===== config.mk =====
export PLATFORM = sky130hd
export DESIGN_NAME = three_channel_psg_tone_noise_envelope_unit
export DESIGN_NICKNAME = d
export VERILOG_FILES = /design/src/rtl/psg_pkg.sv /design/src/rtl/three_channel_psg_tone_noise_envelope_unit.sv
export SDC_FILE = /design/constraint.sdc
export NUM_CORES = 1
export LEC_CHECK = 0
export ABC_AREA = 1
export CAP_MARGIN = 20
export CORE_UTILIZATION = 58
export CTS_CLUSTER_SIZE = 40
export DETAILED_ROUTE_END_ITERATION = 10
export DONT_BUFFER_PORTS = 1
export HOLD_SLACK_MARGIN = 0.02
export PLACE_DENSITY = 0.76
export SLEW_MARGIN = 20
export SYNTH_ARGS = -nofsm -noshare
export SYNTH_HDL_FRONTEND = slang
export SYNTH_SLANG_ARGS = --single-unit
export TNS_END_PERCENT = 20

===== constraint.sdc =====
create_clock -name clk -period 4.5 [get_ports clk]
set_input_delay 0.9 -clock clk [delete_from_list [all_inputs] [get_ports clk]]
set_output_delay 0.9 -clock clk [all_outputs]
set_load 0.005 [all_outputs]

===== src/rtl/psg_pkg.sv =====
// ----------------------------------------------------------------------------
// psg_pkg: shared types and constants of the sound generator
// State codes, register numbers, envelope shape bits and the volume table.
// ----------------------------------------------------------------------------
package psg_pkg;

  typedef enum logic [2:0] {
    S_IDLE,
    S_MOD,
    S_ENV,
    S_CHAN,
    S_DONE
  } state_t;

  localparam logic       OP_WRITE = 1'b0;
  localparam logic       OP_TICK  = 1'b1;

  localparam logic [3:0] REG_TONE_A_FINE   = 4'd0;
  localparam logic [3:0] REG_TONE_A_COARSE = 4'd1;
  localparam logic [3:0] REG_TONE_B_FINE   = 4'd2;
  localparam logic [3:0] REG_TONE_B_COARSE = 4'd3;
  localparam logic [3:0] REG_TONE_C_FINE   = 4'd4;
  localparam logic [3:0] REG_NOISE     = 4'd6;
  localparam logic [3:0] REG_MIXER     = 4'd7;
  localparam logic [3:0] REG_VOL_A     = 4'd8;
  localparam logic [3:0] REG_VOL_B     = 4'd9;
  localparam logic [3:0] REG_VOL_C     = 4'd10;
  localparam logic [3:0] REG_ENV_FINE  = 4'd11;
  localparam logic [3:0] REG_ENV_COARSE = 4'd12;
  localparam logic [3:0] REG_ENV_SHAPE = 4'd13;
  localparam logic [3:0] REG_TONE_LAST = 4'd5;

  localparam int SHAPE_CONT   = 3;
  localparam int SHAPE_ATTACK = 2;
  localparam int SHAPE_ALT    = 1;
  localparam int SHAPE_HOLD   = 0;

  localparam logic [16:0] LFSR_TAPS = 17'h12000;
  localparam logic [13:0] TONE_MAX  = 14'd16383;

  // Log volume curve scaled by 24 * 256, rounded, so full scale is 6144.
  function automatic logic [12:0] level_of(input logic [3:0] idx);
    logic [12:0] lv;
    unique case (idx)
      4'd0:  lv = 13'd0;
      4'd1:  lv = 13'd84;
      4'd2:  lv = 13'd126;
      4'd3:  lv = 13'd179;
      4'd4:  lv = 13'd260;
      4'd5:  lv = 13'd380;
      4'd6:  lv = 13'd521;
      4'd7:  lv = 13'd841;
      4'd8:  lv = 13'd1039;
      4'd9:  lv = 13'd1626;
      4'd10: lv = 13'd2167;
      4'd11: lv = 13'd2764;
      4'd12: lv = 13'd3504;
      4'd13: lv = 13'd4223;
      4'd14: lv = 13'd5211;
      default: lv = 13'd6144;
    endcase
    return lv;
  endfunction

endpackage


===== src/rtl/three_channel_psg_tone_noise_envelope_unit.sv =====
// ----------------------------------------------------------------------------
// three_channel_psg_tone_noise_envelope_unit: three-voice sound generator
// Register writes and ticks in, three channel levels out.
// ----------------------------------------------------------------------------
// Each input beat is either a register write or a tick. A write completes
// in its accepting cycle, except a tone period write that leaves the counter
// at or above twice the new period: that one then reduces the counter with a
// shift-subtract loop in S_MOD, from the top shift position down. A tick
// passes the accepting state S_IDLE, S_ENV to step the envelope, S_CHAN for
// each channel in turn through the shared tone adder/comparator (which also
// clocks the noise generator on the last channel), and S_DONE to hand the
// three levels to the output register; S_DONE stretches for as long as an
// earlier result still waits there unaccepted. The input is not ready while
// an item is in progress, but a finished result may wait in the output
// register while the next beat is taken. Writes produce no output beat; each tick produces exactly one.
module three_channel_psg_tone_noise_envelope_unit (
  input  logic        clk,
  input  logic        rst,
  input  logic        in_valid,
  output logic        in_ready,
  input  logic        op,
  input  logic [3:0]  reg_index,
  input  logic [7:0]  reg_value,
  output logic        out_valid,
  input  logic        out_ready,
  output logic [12:0] level_a,
  output logic [12:0] level_b,
  output logic [12:0] level_c
);

  psg_pkg::state_t state, state_next;

  // Only the register bits that affect the sound are kept, but for the mixer, which keeps all eight.
  logic [7:0]  tone_fine [3];
  logic [3:0]  tone_coarse [3];
  logic [7:0]  mixer;
  logic [4:0]  vol [3];
  logic [3:0]  env_shape;

  logic [11:0] tone_div [3];
  logic [13:0] tone_acc [3];
  logic        tone_phase [3];
  logic [4:0]  noise_acc;
  logic [4:0]  noise_div;
  logic [16:0] lfsr;
  logic        noise_gate;
  logic [15:0] env_div;
  logic [15:0] env_count;
  logic [3:0]  env_step;
  logic [3:0]  env_substep;
  logic        env_first_pass;
  logic        env_reversed;

  logic [12:0] env_level;
  logic [12:0] lvl [3];
  logic [1:0]  ch;

  // Modulo loop state: remainder, doubled period and shift position.
  logic [13:0] mod_rem;
  logic [12:0] mod_div;
  logic [3:0]  mod_sh;

  wire accept_in = in_valid && in_ready;
  assign in_ready = (state == psg_pkg::S_IDLE);

  // Tone period that a write to registers 0..5 produces.
  logic [1:0]  wr_ch;
  logic [11:0] wr_period;
  logic [12:0] wr_double;
  always_comb begin
    wr_ch = reg_index[2:1];
    if (reg_index[0]) begin
      wr_period = {reg_value[3:0], tone_fine[wr_ch]};
    end else begin
      wr_period = {tone_coarse[wr_ch], reg_value};
    end
    if (wr_period == 12'd0) begin
      wr_period = 12'd1;
    end
    wr_double = {wr_period, 1'b0};
  end

  wire [26:0] mod_shifted = 27'(mod_div) << mod_sh;
  wire        mod_take    = {13'd0, mod_rem} >= mod_shifted;
  wire [13:0] mod_rem_new = mod_take ? (mod_rem - mod_shifted[13:0]) : mod_rem;

  // Envelope step for one tick.
  logic [16:0] env_inc;
  logic [15:0] env_count_next;
  logic [3:0]  env_step_next;
  logic [3:0]  env_substep_next;
  logic        env_first_pass_next;
  logic        env_reversed_next;
  logic        env_up;
  logic [4:0]  sub_inc;
  always_comb begin
    env_inc             = {1'b0, env_count} + 17'd1;
    env_count_next      = env_inc[15:0];
    env_step_next       = env_step;
    env_substep_next    = env_substep;
    env_first_pass_next = env_first_pass;
    env_reversed_next   = env_reversed;
    env_up              = env_shape[psg_pkg::SHAPE_ATTACK] ^ env_reversed;
    sub_inc             = {1'b0, env_substep} + 5'd1;
    if (env_inc >= {1'b0, env_div}) begin
      env_count_next = 16'd0;
      if (env_first_pass || (env_shape[psg_pkg::SHAPE_CONT] &&
                             !env_shape[psg_pkg::SHAPE_HOLD])) begin
        if (env_up) begin
          if (env_step != 4'd15) env_step_next = env_step + 4'd1;
        end else begin
          if (env_step != 4'd0) env_step_next = env_step - 4'd1;
        end
      end
      env_substep_next = sub_inc[3:0];
      if (sub_inc[4]) begin
        // End of one sixteen-step ramp: the shape decides what follows.
        env_substep_next = 4'd0;
        priority if (!env_shape[psg_pkg::SHAPE_CONT]) begin
          env_step_next = 4'd0;
        end else if (env_shape[psg_pkg::SHAPE_HOLD]) begin
          if (env_first_pass && env_shape[psg_pkg::SHAPE_ALT]) begin
            env_step_next = (env_step_next != 4'd0) ? 4'd0 : 4'd15;
          end
        end else if (env_shape[psg_pkg::SHAPE_ALT]) begin
          env_reversed_next = ~env_reversed;
        end else begin
          env_step_next = env_shape[psg_pkg::SHAPE_ATTACK] ? 4'd0 : 4'd15;
        end
        env_first_pass_next = 1'b0;
      end
    end
  end

  // Shared tone unit: one channel per cycle.
  logic [14:0] tone_sum;
  logic [13:0] tone_sat;
  logic        tone_wrap;
  logic [13:0] tone_acc_new;
  logic        tone_phase_new;
  logic [12:0] chan_level;
  always_comb begin
    tone_sum       = {1'b0, tone_acc[ch]} + 15'd2;
    tone_sat       = (tone_sum > {1'b0, psg_pkg::TONE_MAX}) ? psg_pkg::TONE_MAX
                                                            : tone_sum[13:0];
    tone_wrap      = tone_sat >= {2'b00, tone_div[ch]};
    tone_acc_new   = tone_wrap ? (tone_sat - {2'b00, tone_div[ch]}) : tone_sat;
    tone_phase_new = tone_phase[ch] ^ tone_wrap;
    chan_level     = vol[ch][4] ? env_level : psg_pkg::level_of(vol[ch][3:0]);
    if (!mixer[{1'b0, ch}] && !tone_phase_new) begin
      chan_level = 13'd0;
    end
    if (!mixer[3'({1'b0, ch}) + 3'd3] && noise_gate) begin
      chan_level = 13'd0;
    end
  end

  wire [5:0] noise_inc = {1'b0, noise_acc} + 6'd1;

  always_ff @(posedge clk) begin
    if (rst) begin
      state <= psg_pkg::S_IDLE;
    end else begin
      state <= state_next;
    end
  end

  always_comb begin
    state_next = state;
    unique case (state)
      psg_pkg::S_IDLE: begin
        if (accept_in) begin
          if (op == psg_pkg::OP_TICK) begin
            state_next = psg_pkg::S_ENV;
          end else if (reg_index <= psg_pkg::REG_TONE_LAST &&
                       tone_acc[wr_ch] >= {1'b0, wr_double}) begin
            state_next = psg_pkg::S_MOD;
          end
        end
      end
      psg_pkg::S_MOD:  if (mod_sh == 4'd0) state_next = psg_pkg::S_IDLE;
      psg_pkg::S_ENV:  state_next = psg_pkg::S_CHAN;
      psg_pkg::S_CHAN: if (ch == 2'd2) state_next = psg_pkg::S_DONE;
      psg_pkg::S_DONE: if (!out_valid || out_ready) state_next = psg_pkg::S_IDLE;
      default:         state_next = psg_pkg::S_IDLE;
    endcase
  end

  always_ff @(posedge clk) begin
    if (rst) begin
      for (int i = 0; i < 3; i++) begin
        tone_fine[i]   <= 8'd0;
        tone_coarse[i] <= 4'd0;
        vol[i]         <= 5'd0;
        tone_div[i]    <= 12'd1;
        tone_acc[i]    <= 14'd0;
        tone_phase[i]  <= 1'b0;
      end
      mixer          <= 8'd0;
      env_shape      <= 4'd0;
      noise_acc      <= 5'd0;
      noise_div      <= 5'd0;
      lfsr           <= 17'd1;
      noise_gate     <= 1'b0;
      env_div        <= 16'd0;
      env_count      <= 16'd0;
      env_step       <= 4'd15;
      env_substep    <= 4'd0;
      env_first_pass <= 1'b1;
      env_reversed   <= 1'b0;
      ch             <= 2'd0;
      out_valid      <= 1'b0;
    end else begin
      // The output register loads when it is empty or being emptied.
      if (state == psg_pkg::S_DONE && (!out_valid || out_ready)) begin
        out_valid <= 1'b1;
      end else if (out_valid && out_ready) begin
        out_valid <= 1'b0;
      end
      unique case (state)
        psg_pkg::S_IDLE: begin
          ch <= (accept_in && op == psg_pkg::OP_WRITE &&
                 reg_index <= psg_pkg::REG_TONE_LAST) ? wr_ch : 2'd0;
          if (accept_in && op == psg_pkg::OP_WRITE) begin
            if (reg_index <= psg_pkg::REG_TONE_LAST) begin
              if (reg_index[0]) tone_coarse[wr_ch] <= reg_value[3:0];
              else              tone_fine[wr_ch]   <= reg_value;
              tone_div[wr_ch] <= wr_period;
              mod_rem <= tone_acc[wr_ch];
              mod_div <= wr_double;
              mod_sh  <= 4'd13;
            end else begin
              unique case (reg_index)
                psg_pkg::REG_NOISE: begin
                  noise_acc <= 5'd0;
                  noise_div <= reg_value[4:0];
                end
                psg_pkg::REG_MIXER: mixer <= reg_value;
                psg_pkg::REG_VOL_A: vol[0] <= reg_value[4:0];
                psg_pkg::REG_VOL_B: vol[1] <= reg_value[4:0];
                psg_pkg::REG_VOL_C: vol[2] <= reg_value[4:0];
                psg_pkg::REG_ENV_FINE:   env_div[7:0]  <= reg_value;
                psg_pkg::REG_ENV_COARSE: env_div[15:8] <= reg_value;
                psg_pkg::REG_ENV_SHAPE: begin
                  env_shape      <= reg_value[3:0];
                  env_count      <= 16'd0;
                  env_substep    <= 4'd0;
                  env_first_pass <= 1'b1;
                  env_reversed   <= 1'b0;
                  env_step       <= reg_value[psg_pkg::SHAPE_ATTACK] ? 4'd0 : 4'd15;
                end
                default: ;
              endcase
            end
          end
        end
        psg_pkg::S_MOD: begin
          // One quotient bit per cycle, from the top shift down.
          mod_rem <= mod_rem_new;
          mod_sh  <= mod_sh - 4'd1;
          if (mod_sh == 4'd0) begin
            tone_acc[ch] <= mod_rem_new;
          end
        end
        psg_pkg::S_ENV: begin
          // The level is taken from the step before the envelope moves.
          env_level      <= psg_pkg::level_of(env_step);
          env_count      <= env_count_next;
          env_step       <= env_step_next;
          env_substep    <= env_substep_next;
          env_first_pass <= env_first_pass_next;
          env_reversed   <= env_reversed_next;
        end
        psg_pkg::S_CHAN: begin
          if (!mixer[{1'b0, ch}]) begin
            tone_acc[ch]   <= tone_acc_new;
            tone_phase[ch] <= tone_phase_new;
          end
          lvl[ch] <= chan_level;
          ch      <= ch + 2'd1;
          if (ch == 2'd2) begin
            // Noise is clocked after all three channels used the old gate.
            if (noise_inc >= {1'b0, noise_div}) begin
              noise_acc  <= 5'd0;
              noise_gate <= noise_gate ^ lfsr[0] ^ lfsr[1];
              lfsr       <= (lfsr >> 1) ^ (lfsr[0] ? psg_pkg::LFSR_TAPS : 17'd0);
            end else begin
              noise_acc <= noise_inc[4:0];
            end
          end
        end
        psg_pkg::S_DONE: begin
          if (!out_valid || out_ready) begin
            level_a <= lvl[0];
            level_b <= lvl[1];
            level_c <= lvl[2];
          end
        end
        default: ;
      endcase
    end
  end

endmodule

* After elaboration in Yosys (flattened, before gate mapping)
Memories as Yosys holds them, arrays and structs flattened. A register that Yosys moved wholly into a read port is not among the register bits.
Cells that the tools add are included.
** Word-level totals
- Register bits after elaboration :: 118
- Bits in latches :: 0
- Memory bits (writable) :: 171
- ROM bits :: 416
- Output and inout bits :: 41
- Memories :: 9
** Memory list
- (name not given) :: depth 16, width 13, rd ports 1, clocked after memory_dff 1, write ports 0, line psg_pkg.sv:44 : unique case (idx)
- (name not given) :: depth 16, width 13, rd ports 1, clocked after memory_dff 0, write ports 0, line psg_pkg.sv:44
- tone_acc :: depth 3, width 14, rd ports 2, clocked after memory_dff 1, write ports 3, line three_channel_psg_tone_noise_envelope_unit.sv:41 : logic [13:0] tone_acc [3];
- lvl :: depth 3, width 13, rd ports 3, clocked after memory_dff 3, write ports 1, line three_channel_psg_tone_noise_envelope_unit.sv:55 : logic [12:0] lvl [3];
- tone_div :: depth 3, width 12, rd ports 1, clocked after memory_dff 1, write ports 3, line three_channel_psg_tone_noise_envelope_unit.sv:40 : logic [11:0] tone_div [3];
- tone_fine :: depth 3, width 8, rd ports 1, clocked after memory_dff 0, write ports 3, line three_channel_psg_tone_noise_envelope_unit.sv:34 : logic [7:0] tone_fine [3];
- 3 more memories
** Cells by class
- Add/sub/neg operators :: 11
- $mul :: 0
- Divide/modulo/power cells :: 0
- Order comparisons :: 9
- Equal/unequal tests :: 29
- Shifts and indexed selects :: 1
- Mux-type cells :: 155
- Bitwise operators :: 13
- Reductions and logical operators :: 47
** Operator list (number)
- 4-bit two-way mux :: 25
- 14-bit two-way mux :: 7
- 1-bit two-way mux :: 71
- 16-bit two-way mux :: 4
- 5-bit two-way mux :: 8
- 13-bit two-way mux :: 3
- 12-bit two-way mux :: 3
- 16-bit one-hot mux with 2 select lines :: 1
- 4-bit AND reduction :: 8
- 2-bit two-way mux :: 14
- 14-bit one-hot mux with 2 select lines :: 1
- 14-bit by 27-bit >= comparator with 1-bit output :: 1
- 13-bit by 4-bit << shifter with 27-bit output :: 1
- 4-bit == test (second input constant) :: 6
- 4-bit one-hot mux with 2 select lines :: 3
- 3-bit two-way mux :: 6
- 2-bit != test (second input constant) :: 9
- 16-bit by 1-bit adder with 17-bit output (second input constant) :: 1
- 17-bit by 16-bit >= comparator with 1-bit output :: 1
- 17-bit two-way mux :: 1
- 16-bit by 17-bit XOR with 17-bit output :: 1
- 14-bit by 2-bit adder with 15-bit output (second input constant) :: 1
- 15-bit by 14-bit > comparator with 1-bit output (second input constant) :: 1
- 3-bit one-hot mux with 5 select lines :: 1
- other kinds (49) :: 87

* Depth between registers and ports, before layout
- Depth in word-level cells :: 13
- Depth in mapped cells :: 39

* Worst setup path before layout
OpenSTA, ideal clock, no wires.
- Path type :: input -> register
- From :: input rst
- To :: register level_a[0] (read register of lvl), enable pin
- Setup time :: 0.484 ns
- Data arrival time :: 4.027 ns
- Data required time :: 4.016 ns
- Slack :: -0.011 ns
- Cell stages on the path :: 3
- Buffers on the path :: 2
- Path through :: clkbuf_1 > clkbuf_1 > nor3_1
** Between the ends
- Cells in the longest elaborated chain, start to end :: 2
** RTL lines
- start: declaration :: line three_channel_psg_tone_noise_envelope_unit.sv:18 : input logic rst,
- 1-bit NOT (no source line)
- 3-bit AND reduction (no source line)
- end: declaration :: line three_channel_psg_tone_noise_envelope_unit.sv:26 : output logic [12:0] level_a,
Every way passes these cells.
A chain may end at the register's enable or synchronous reset.

==> summary.md <==
| Metric | Value |
|---|---|
| Clock buffer depth | 3 |
| Vias per cell | 5.84 |
| Highest metal used | met5 |
| Hold_buf cts | 0 |
| Util after Layout | 0.680 |
| Layout cell share with drive strength beyond 1 | 0.123 |
| Final #Nets | 2461 |
| Distinct cell type count after synthesis | 61 |
| CTS H-Tree Depth | 2 |
| Max rail drop VDD | 0.416 mV |
| Starting Density | 0.596 |
| Kind of critical path | register to register |
| Design Area, Final | 23000 sq um |
| Drt total wl | 53200 um |
| Sequential area share after synthesis | 0.523 |
| WL met3 | 5060 um |
| Synth Register Bits | 382 |
| Total number of vias | 16600 |
| Post-Route Setup TNS | 0 ns |
| Initial antenna violation count | 1 |
| Synthesized cell area | 20200 sq um |
| Final ANT Viol Nets | 0 |
| Pwr Total | 10.2 mW |
| CTS tree | done |
| Max stage delay on crit path | 0.45 ns |
| Prevailing post-synth register cell | edfxtp_1 |
| Top cell by count, worst path | nand2_2 |
| Worst hold margin | 0.418 ns |
| Critical-path top delay cell | dfxtp_4 |
| CTS Buf Count | 41 |
| Total track usage | 0.298 |
| R2R cell count | 33 |
| Die footprint | 35600 sq um |
| Critical path launch point type | register |
| DRC viols | 0 |
| R2r setup slk | 0.22 ns |
| Max Freq | 234 MHz |
| Cell row count | 67 |
| P_leak | 9.42 nW |
| Status | completed |
| Hold depth | 1 |
| Async S/R FF share, synth | 0 |
| Port-buffer cells | 0 |
| Die H | 189 um |
| Root buf cell | clkbuf_16 |
| DRT iter0 DRCs | 1850 |
| Final hold vios | 0 |
| Ant. Diodes | 0 |
| Metal1 wirelength | 21900 um |
| Worst-Margin Slew | 1.08 ns |
| Placer Congestion | 0.932 |
| CP arrival | 4.56 ns |
| Max Cap Viol | 0 |
| Largest net degree at the start of global routing | 47 |
| Rel. slew slack | 0.280 |
| I/O pin count | 58 |
| Cell Pwr Density | 443 nW/um^2 |
| Worst Path Required | 4.78 ns |
| Worst Hold End | env_substep[1] |
| Clock transition at path regs | 0.06 ns |
| Worst-path fanout max | 13 |
| Hold wc startpoint | rst |
| Die X | 189 um |
| Commonest non-fill, non-tap cell in the layout | nand2_1 |
| Inst Count DP | 2748 |
| Area delta synth->final | 13.9% |
| Gr ovfl total | 0 |
| Avg Inst Size Synth | 8.88 sq um |
| Number of global-route vias before repair | 15600 |
| Clk sinks | 382 |
| First-pass GRT wire length | 82500 um |
| Post-route insts no fill | 2838 |
| Most frequent cells in the layout | nand2_1 (499), edfxtp_1 (292), nor2_1 (265), inv_1 (202), a21oi_1 (129) |
| RSZ-0062 raised after global routing | true |
| Clk Latency, worst-skew pair | 0.57 ns |
| Crit. End Element | register |
| Fin. max-slew vios | 0 |
| Worst clock skew | 0.0196 ns |
| Core Area | 33900 sq um |
| Worst hold path type | input pin to register |
| # setup viols final | 0 |
| Post-synth EDFFs | 292 |
| Cell count after synthesis | 2276 |
| DP HPWL | 38000 um |
| DR pass1 iterations | 5 |
| Dpl ws | -0.0731 ns |
| Final min period | 4.28 ns |
| Final worst slack | 0.219 ns |
| DP Area | 21200 sq um |
| Routed wire per std cell | 18.7 um |
| Met2 routed WL | 24500 um |
| Number of synthesis warnings | 0 |
| Period utilisation layout | 0.951 |
| FF-to-FF End | tone_acc[0][3] |
[cells by family (layout without fill, tap and decap cells)]
group	after synthesis	after routing	synth area share
fa+ha+maj	86	86	0.0536
simple gates	1032	1033	0.217
mux	2	2	0.000991
compound gates	422	422	0.124
other cells	1	24	0.000186
flops	382	382	0.523
xor+xnor	44	44	0.0191
buf+inv	307	397	0.0619
[report_power, final]
group          switching (mW)  internal (mW)  leakage (nW)
clock                    1.44           2.17         0.688
combinational            1.58          0.839          5.18
sequential              0.124           4.03          3.55
[per-layer routing]
metal  track usage  vias up
li1              -     7953
met1         0.395     7742
met2         0.476      746
met3        0.0715      122
met4         0.111        2
met5             0        -
[worst max-delay path, delay by kind of cell, from the launching register on]
| kind | cells | cell delay [ns] |
|---|---|---|
| adder cells (fa/ha/maj) | 2 | 0.49 |
| AND/OR/NAND/NOR | 23 | 2.11 |
| flip-flops | 1 | 0.45 |
| AO/OA/AOI/OAI | 2 | 0.27 |
| buffers and inverters | 6 | 0.68 |
[sequential cells by signal, summed over array words and instances, names as in the netlist, 8 cells and up, named ones only]
name / count
mod_div: 12
level_c: 13
level_b: 13
env_level: 13
mixer: 8
env_count: 16
env_div: 16
tone_fine: 32
lvl: 39
vol: 15
tone_coarse: 16
tone_div: 48
lfsr: 17
level_a: 13
tone_acc: 56
mod_rem: 14
[cell type report]
class                           instances  area, sq um
Fill cell                            2690        10900
Sequential cell                       382        10600
Multi-Input combinational cell       1611         8770
Clock buffer                           52         1150
Inverter                              216          828
Timing Repair Buffer                  105          826
Tap cell                              448          561
Clock inverter                         23          295
Timing Repair inverter                  1         8.76
[worst max path at each step]
stage,start,to,depth (start not counted)
finish,register,tone_acc[0][3],33
global route,register,tone_acc[0][3],36
CTS,register,tone_acc[0][3],36
detailed placement,register,lvl[0][8],34
global placement,register,lvl[1][9],35
floorplan,register,lvl[0][1],35
[cells in the mapped netlist, types with 3 or more instances]
cell type,instances,area (sq um)
o22ai_1,9,56.3
a221oi_1,6,52.6
a32oi_1,4,35.0
a21boi_0,4,30.0
a32o_1,11,110
dfxtp_1,90,1800
o21ai_1,11,55.1
nor3_1,21,105
buf_6,5,56.3
buf_1,6,22.5
a22oi_1,41,308
nor4_1,4,25.0
buf_2,11,55.1
o211ai_1,14,105
nand3_1,113,566
buf_4,6,45.0
a21oi_1,133,666
o221ai_1,6,52.6
or2_2,6,37.5
nor2_2,9,56.3
nand3_2,12,120
clkinv_1,6,22.5
o21ai_0,131,656
nand4_1,33,206
xor2_1,27,236
o21a_1,6,45.0
nor2_1,275,1030
and2_1,4,25.0
inv_2,4,15.0
nand2_2,20,125
edfxtp_1,292,8770
a31oi_1,17,106
nor3b_1,3,22.5
clkbuf_1,62,233
inv_1,204,766
a211oi_1,14,105
xnor2_1,17,149
nand2_1,523,1960
ha_1,85,1060
a21o_1,3,22.5
[what timing repair did]
item | CTS | global route
gates cloned | 0 | 2
gates resized for setup | 7 | 74
buffers inserted | 1 | 12
setup endpoints to repair | 72 | 100
pin swaps | 2 | 20
(Power assumes the default switching activity.)
